`src/design/snd_pkg.sv`:
```
`default_nettype none

package snd_pkg;

  localparam int unsigned GROUPS   = 7;
  localparam int unsigned CHAR_W   = 8;
  localparam int unsigned VALUE_W  = 14;
  localparam int unsigned LETTER_W = 7;
  localparam int unsigned DIGIT_W  = 3;
  localparam int unsigned INDEX_W  = 5;
  localparam int unsigned DIGITS   = 3;
  localparam int unsigned COUNT_W  = 2;
  localparam int unsigned OUT_W    = 32;

  localparam logic [CHAR_W-1:0] ASCII_UPPER_A = 8'h41;
  localparam logic [CHAR_W-1:0] ASCII_UPPER_Z = 8'h5A;
  localparam logic [CHAR_W-1:0] ASCII_LOWER_A = 8'h61;
  localparam logic [CHAR_W-1:0] ASCII_LOWER_Z = 8'h7A;

  localparam logic [VALUE_W-1:0] WEIGHT_LETTER = VALUE_W'(GROUPS * GROUPS * GROUPS);
  localparam logic [VALUE_W-1:0] WEIGHT_ONE    = VALUE_W'(GROUPS * GROUPS);
  localparam logic [VALUE_W-1:0] WEIGHT_TWO    = VALUE_W'(GROUPS);

  typedef logic [DIGIT_W-1:0] code_t;
  typedef logic [INDEX_W-1:0] index_t;

  typedef struct packed {
    logic [OUT_W-VALUE_W-LETTER_W-3*DIGIT_W-1:0] pad;
    code_t                                       digit_three;
    code_t                                       digit_two;
    code_t                                       digit_one;
    logic [LETTER_W-1:0]                         first_letter;
    logic [VALUE_W-1:0]                          soundex_value;
  } result_t;

  function automatic code_t group_of(input index_t idx);
    code_t code;
    case (idx)
      5'd1, 5'd5, 5'd15, 5'd21:                             code = 3'd1;
      5'd2, 5'd6, 5'd9, 5'd10, 5'd16, 5'd18, 5'd23, 5'd25: code = 3'd2;
      5'd3, 5'd19:                                          code = 3'd3;
      5'd11:                                                code = 3'd4;
      5'd12, 5'd13:                                         code = 3'd5;
      5'd17:                                                code = 3'd6;
      default:                                              code = 3'd0;
    endcase
    return code;
  endfunction

endpackage

`default_nettype wire

```
`src/design/soundex_encoder_core.sv`:
```
`default_nettype none

// Soundex encoder: takes a name one ASCII byte per item on s_axis (tlast marks the
// end-of-name item, whose byte is ignored) and returns one 32-bit result item on m_axis
// per end-of-name item. Each item sits in the input register, where the group lookup and
// state update happen; an end-of-name item then lands in the result register, from which
// its result is driven onto m_axis. One item is taken every cycle; the only stall comes
// from a result still waiting in the result register when the next end-of-name item
// reaches the input register.
module soundex_encoder_core (
  input  logic                           clk,
  input  logic                           rst,
  input  logic                           s_axis_tvalid,
  output logic                           s_axis_tready,
  input  logic [snd_pkg::CHAR_W-1:0]     s_axis_tdata,   // [7:0] character
  input  logic                           s_axis_tlast,   // end_of_name
  output logic                           m_axis_tvalid,
  input  logic                           m_axis_tready,
  output logic [snd_pkg::OUT_W-1:0]      m_axis_tdata    // [13:0] soundex_value,
                                                         // [20:14] first_letter,
                                                         // [23:21] digit_one,
                                                         // [26:24] digit_two,
                                                         // [29:27] digit_three, [31:30] 0
);
  import snd_pkg::*;

  logic                in_valid;
  logic [CHAR_W-1:0]   in_char;
  logic                in_last;
  logic                in_advance;

  logic                letter_seen, letter_seen_next;
  index_t              leading_letter, leading_letter_next;
  code_t               previous_code, previous_code_next;
  logic [COUNT_W-1:0]  digit_count, digit_count_next;
  code_t               code_digits [DIGITS];
  code_t               code_digits_next [DIGITS];

  logic                is_upper, is_lower, is_letter;
  index_t              idx;
  code_t               code;
  result_t             result_next;

  assign in_advance    = in_valid && (!in_last || !m_axis_tvalid || m_axis_tready);
  assign s_axis_tready = !in_valid || in_advance;

  assign is_upper  = (in_char >= ASCII_UPPER_A) && (in_char <= ASCII_UPPER_Z);
  assign is_lower  = (in_char >= ASCII_LOWER_A) && (in_char <= ASCII_LOWER_Z);
  assign is_letter = is_upper || is_lower;
  assign idx       = is_upper ? INDEX_W'(in_char - ASCII_UPPER_A)
                              : INDEX_W'(in_char - ASCII_LOWER_A);
  assign code      = group_of(idx);

  always_comb begin
    letter_seen_next    = letter_seen;
    leading_letter_next = leading_letter;
    previous_code_next  = previous_code;
    digit_count_next    = digit_count;
    for (int i = 0; i < DIGITS; i++) begin
      code_digits_next[i] = code_digits[i];
    end
    if (in_last) begin
      letter_seen_next    = 1'b0;
      leading_letter_next = '0;
      previous_code_next  = '0;
      digit_count_next    = '0;
      for (int i = 0; i < DIGITS; i++) begin
        code_digits_next[i] = '0;
      end
    end else if (is_letter) begin
      if (!letter_seen) begin
        letter_seen_next    = 1'b1;
        leading_letter_next = idx;
        previous_code_next  = code;
      end else if (digit_count != COUNT_W'(DIGITS)) begin
        if (code != '0 && code != previous_code) begin
          for (int i = 0; i < DIGITS; i++) begin
            if (digit_count == COUNT_W'(i)) begin
              code_digits_next[i] = code;
            end
          end
          digit_count_next = digit_count + 1'b1;
        end
        previous_code_next = code;
      end
    end
  end

  always_comb begin
    result_next = '0;
    if (letter_seen) begin
      result_next.soundex_value = VALUE_W'(leading_letter) * WEIGHT_LETTER
                                + VALUE_W'(code_digits[0]) * WEIGHT_ONE
                                + VALUE_W'(code_digits[1]) * WEIGHT_TWO
                                + VALUE_W'(code_digits[2]) + VALUE_W'(1);
      result_next.first_letter  = LETTER_W'(CHAR_W'(leading_letter) + ASCII_UPPER_A);
      result_next.digit_one     = code_digits[0];
      result_next.digit_two     = code_digits[1];
      result_next.digit_three   = code_digits[2];
    end
  end

  always_ff @(posedge clk) begin
    if (rst) begin
      in_valid       <= 1'b0;
      m_axis_tvalid  <= 1'b0;
      letter_seen    <= 1'b0;
      leading_letter <= '0;
      previous_code  <= '0;
      digit_count    <= '0;
      for (int i = 0; i < DIGITS; i++) begin
        code_digits[i] <= '0;
      end
    end else begin
      if (s_axis_tready) begin
        in_valid <= s_axis_tvalid;
      end
      if (in_advance) begin
        letter_seen    <= letter_seen_next;
        leading_letter <= leading_letter_next;
        previous_code  <= previous_code_next;
        digit_count    <= digit_count_next;
        for (int i = 0; i < DIGITS; i++) begin
          code_digits[i] <= code_digits_next[i];
        end
      end
      if (in_advance && in_last) begin
        m_axis_tvalid <= 1'b1;
      end else if (m_axis_tready) begin
        m_axis_tvalid <= 1'b0;
      end
    end
  end

  always_ff @(posedge clk) begin
    if (s_axis_tvalid && s_axis_tready) begin
      in_char <= s_axis_tdata;
      in_last <= s_axis_tlast;
    end
    if (in_advance && in_last) begin
      m_axis_tdata <= result_next;
    end
  end

endmodule

`default_nettype wire

```
`config.mk`:
```
export PLATFORM = sky130hd
export DESIGN_NAME = soundex_encoder_core
export DESIGN_NICKNAME = d
export VERILOG_FILES = /design/src/design/snd_pkg.sv /design/src/design/soundex_encoder_core.sv
export SDC_FILE = /design/constraint.sdc
export NUM_CORES = 1
export LEC_CHECK = 0
export BUFFER_PORTS_ARGS = -buffer_cell sky130_fd_sc_hd__clkbuf_2
export CORE_ASPECT_RATIO = 2
export CORE_UTILIZATION = 30
export DETAILED_ROUTE_END_ITERATION = 7
export GPL_ROUTABILITY_DRIVEN = 0
export GPL_TIMING_DRIVEN = 0
export SLEW_MARGIN = 20
export SYNTH_ARGS = -nofsm -noshare
export SYNTH_HDL_FRONTEND = slang
export SYNTH_SLANG_ARGS = --single-unit
```
`constraint.sdc`:
```
create_clock -name clk -period 8.5 [get_ports clk]
set_input_delay 1.7 -clock clk [delete_from_list [all_inputs] [get_ports clk]]
set_output_delay 1.7 -clock clk [all_outputs]
set_load 0.005 [all_outputs]
```
==> impl_metrics.json <==
{
  "layout-drive-gt1-share_pct": 15.94,
  "track_usage_pct": 12.22,
  "r2r_slack_ns": 3.11,
  "dp_slack_ns": 3.122,
  "tightest_slew_ns": 0.9178,
  "dp.final_hpwl_mm": 6.785,
  "cts_tree": "built",
  "synthArstFlopShare_pct": 0,
  "hold_ws_ns": 0.4730,
  "area.growth.synth_to_final_pct": 16.97,
  "nets": 551,
  "hold_viol_final": 0,
  "ant_nets": 0,
  "synth_edf_count": 48,
  "postCtsSetupBuffers": 0,
  "dieArea_sq_um": 15090,
  "synthXorXnorAreaFrac_pct": 3.549,
  "period_needed_ns": 5.386,
  "antenna_found_initial": 0,
  "detail_route.wl_per_cell_microns": 12.66,
  "slew_violations": 0,
  "synthesis.area_sq_um": 4372,
  "io_buffers": 44,
  "hold_end": "previous_code[1]",
  "core_area_sq_um": 14270,
  "rows": 62,
  "cp-end-kind": "flip-flop",
  "routed_wl_mm": 8.231,
  "clock_sinks": 61,
  "synth_cell_types": 50,
  "hold_class": "flip-flop to flip-flop",
  "synth_seq_cells": 61,
  "dr.pass1.iters": 4,
  "netlist_instances": 397,
  "diodes": 0,
  "pin_count": 47,
  "tns_ns": 0,
  "cap_violations": 0,
  "r2r-end": "m_axis_tdata[12]",
  "reg2reg_depth": 16,
  "rsz0062_at_grt": "false",
  "overflow": 0,
  "ys_seq_area_share_pct": 38.92,
  "clk_latency_ns": 0.34,
  "cts_resized": 0,
  "drc": 0,
  "synth_simple_gate_area_share_pct": 11.42,
  "skew_ns": 0.006103,
  "numCtsBuffers": 9,
  "start_util_pct": 30.63,
  "muxShareOfSynthArea_pct": 2.003,
  "die_w_microns": 87.36,
  "htreeDepth": 3,
  "yosys.area.top_type": "edfxtp_1",
  "worst-setup-path-type": "flip-flop to flip-flop",
  "synth_most_common_cell": "inv_1",
  "power.density_nw_per_um2": 161.7,
  "clockBufferDepth": 2,
  "hold_depth": 2,
  "synthAdderAreaFrac_pct": 29.65,
  "relSlewSlack_pct": 38.53,
  "die_h_microns": 172.7,
  "finalPower_uw": 826.7,
  "worstPathRequired_ns": 8.57,
  "max_freq_mhz": 185.7,
  "ys_top_cells_by_count": "inv_1, ha_1, edfxtp_1, nor2_1, fa_1",
  "synth_top_family_by_area": "adder cells",
  "via_per_inst": 4.443,
  "min-delay-start": "previous_code[1]",
  "startpoint_type": "flip-flop",
  "grt_pass1_wl_mm": 13.90,
  "ys.flop_type": "edfxtp_1",
  "ir_drop_mv": 0.1055,
  "path_max_fanout": 4,
  "clockRootBuffer": "clkbuf_16",
  "yosysWarnings": 0,
  "holdBufCountCts": 0,
  "vias": 2888,
  "clk_pin_slew_ns": 0.06,
  "timing.rr.start": "code_digits[0][4]",
  "grt_pass1_vias": 3025,
  "synth_compound_area_share_pct": 7.499,
  "grt_max_degree": 33,
  "setup_viol": 0,
  "final_core_util_pct": 35.83,
  "status": "complete, no violations",
  "synth_top_area_share_pct": 32.97,
  "drtIter0Drc": 106,
  "critPathArrivalTime_ns": 5.46,
  "setup_ws_ns": 3.114,
  "p_leak_nw": 2.325,
  "yosys-top-cells-area": "edfxtp_1, ha_1, fa_1",
  "timing.final.crit_share_pct": 63.37,
  "avgSynthCellArea_sq_um": 11.01
}
-- layout by cell type, fill, tap and decap left out, types with 2 or more instances in the layout --
cell type   count
inv_1          70
ha_1           54
edfxtp_1       48
nor2_1         44
clkbuf_2       44
fa_1           31
a21oi_1        19
nand2_1        15
dfxtp_1        13
and2_1          9
clkbuf_16       9
xnor2_1         8
clkbuf_1        6
nor3_1          6
xor2_1          6
mux2i_1         5
o21ai_0         5
nand2b_1        4
or3_1           4
a21o_1          4
a31oi_1         3
nand3_1         3
o21bai_1        3
and3_2          2
xnor2_2         2
nand4b_1        2
o211ai_1        2
a21boi_0        2
o21a_1          2
nand3b_1        2
buf_4           2
conb_1          2
clkinv_4        2
clkinvlp_4      2
clkinv_2        2
-- flip-flops by register name, summed over array words and instances (netlist names) --
register        flops
in_valid            1
previous_code       3
code_digits         9
in_char             8
in_last             1
m_axis_tdata       30
m_axis_tvalid       1
digit_count         2
letter_seen         1
leading_letter      5
-- how the worst max path moves through the flow --
stage / depth (start not counted) / end / from
2_1_floorplan: 16 / m_axis_tdata[12] / code_digits[0][3]
3_3_place_gp: 16 / m_axis_tdata[12] / code_digits[0][4]
3_5_place_dp: 16 / m_axis_tdata[12] / code_digits[0][4]
4_1_cts: 16 / m_axis_tdata[12] / code_digits[0][4]
5_1_grt: 16 / m_axis_tdata[12] / code_digits[0][4]
6_report: 16 / m_axis_tdata[12] / code_digits[0][4]
-- worst max-delay path: stages (launching register included) --
cell and delay, ns:
edfxtp_1 0.48, fa_1 0.50, ha_1 0.28, inv_1 0.05, fa_1 0.50, fa_1 0.52, fa_1 0.54, inv_1 0.04
ha_1 0.22, fa_1 0.41, a21o_1 0.18, a21oi_1 0.34, o21bai_1 0.14, a2111o_1 0.45, a41oi_1 0.25, xor2_1 0.16
nor2_1 0.05
-- power breakdown --
part	total, mW	switching, mW	internal (mW)	leakage (nW)
clock network	0.338	0.140	0.198	0.132
registers	0.341	0.00929	0.331	0.582
logic	0.148	0.0845	0.0634	1.61
total	0.827	0.234	0.592	2.33
-- stage by stage --
step	cell area (sq um)	cells
finish	5114	650
global placement	4836	634
global route	5114	650
floorplan	4375	398
detailed placement	4837	634
CTS	5114	650
-- metal layers --
metal	wire length (microns)	up-vias	GRT usage (%)
met1	2709	1397	10.86
met3	273	12	2.864
met4	211	0	5.601
met5	0	-	0
met2	5036	48	24.32
li1	-	1431	-
-- kinds of logic after synthesis --
family	count (synthesis)
compound gates	49
other cells	1
mux	7
fa+ha+maj	85
xor+xnor	16
flops	61
buf+inv	78
simple gates	100
-- area by class of cell --
cell class | instances | area [sq um]
multi-input combinational | 259 | 2375
sequential | 61 | 1702
inverter | 70 | 262.8
fill | 1472 | 9160
buffer | 8 | 37.54
tap | 192 | 240.2
clock inverter | 7 | 51.30
clock buffer | 9 | 225.2
timing repair buffer | 44 | 220.2
Power figures use the tool's default switching activity.
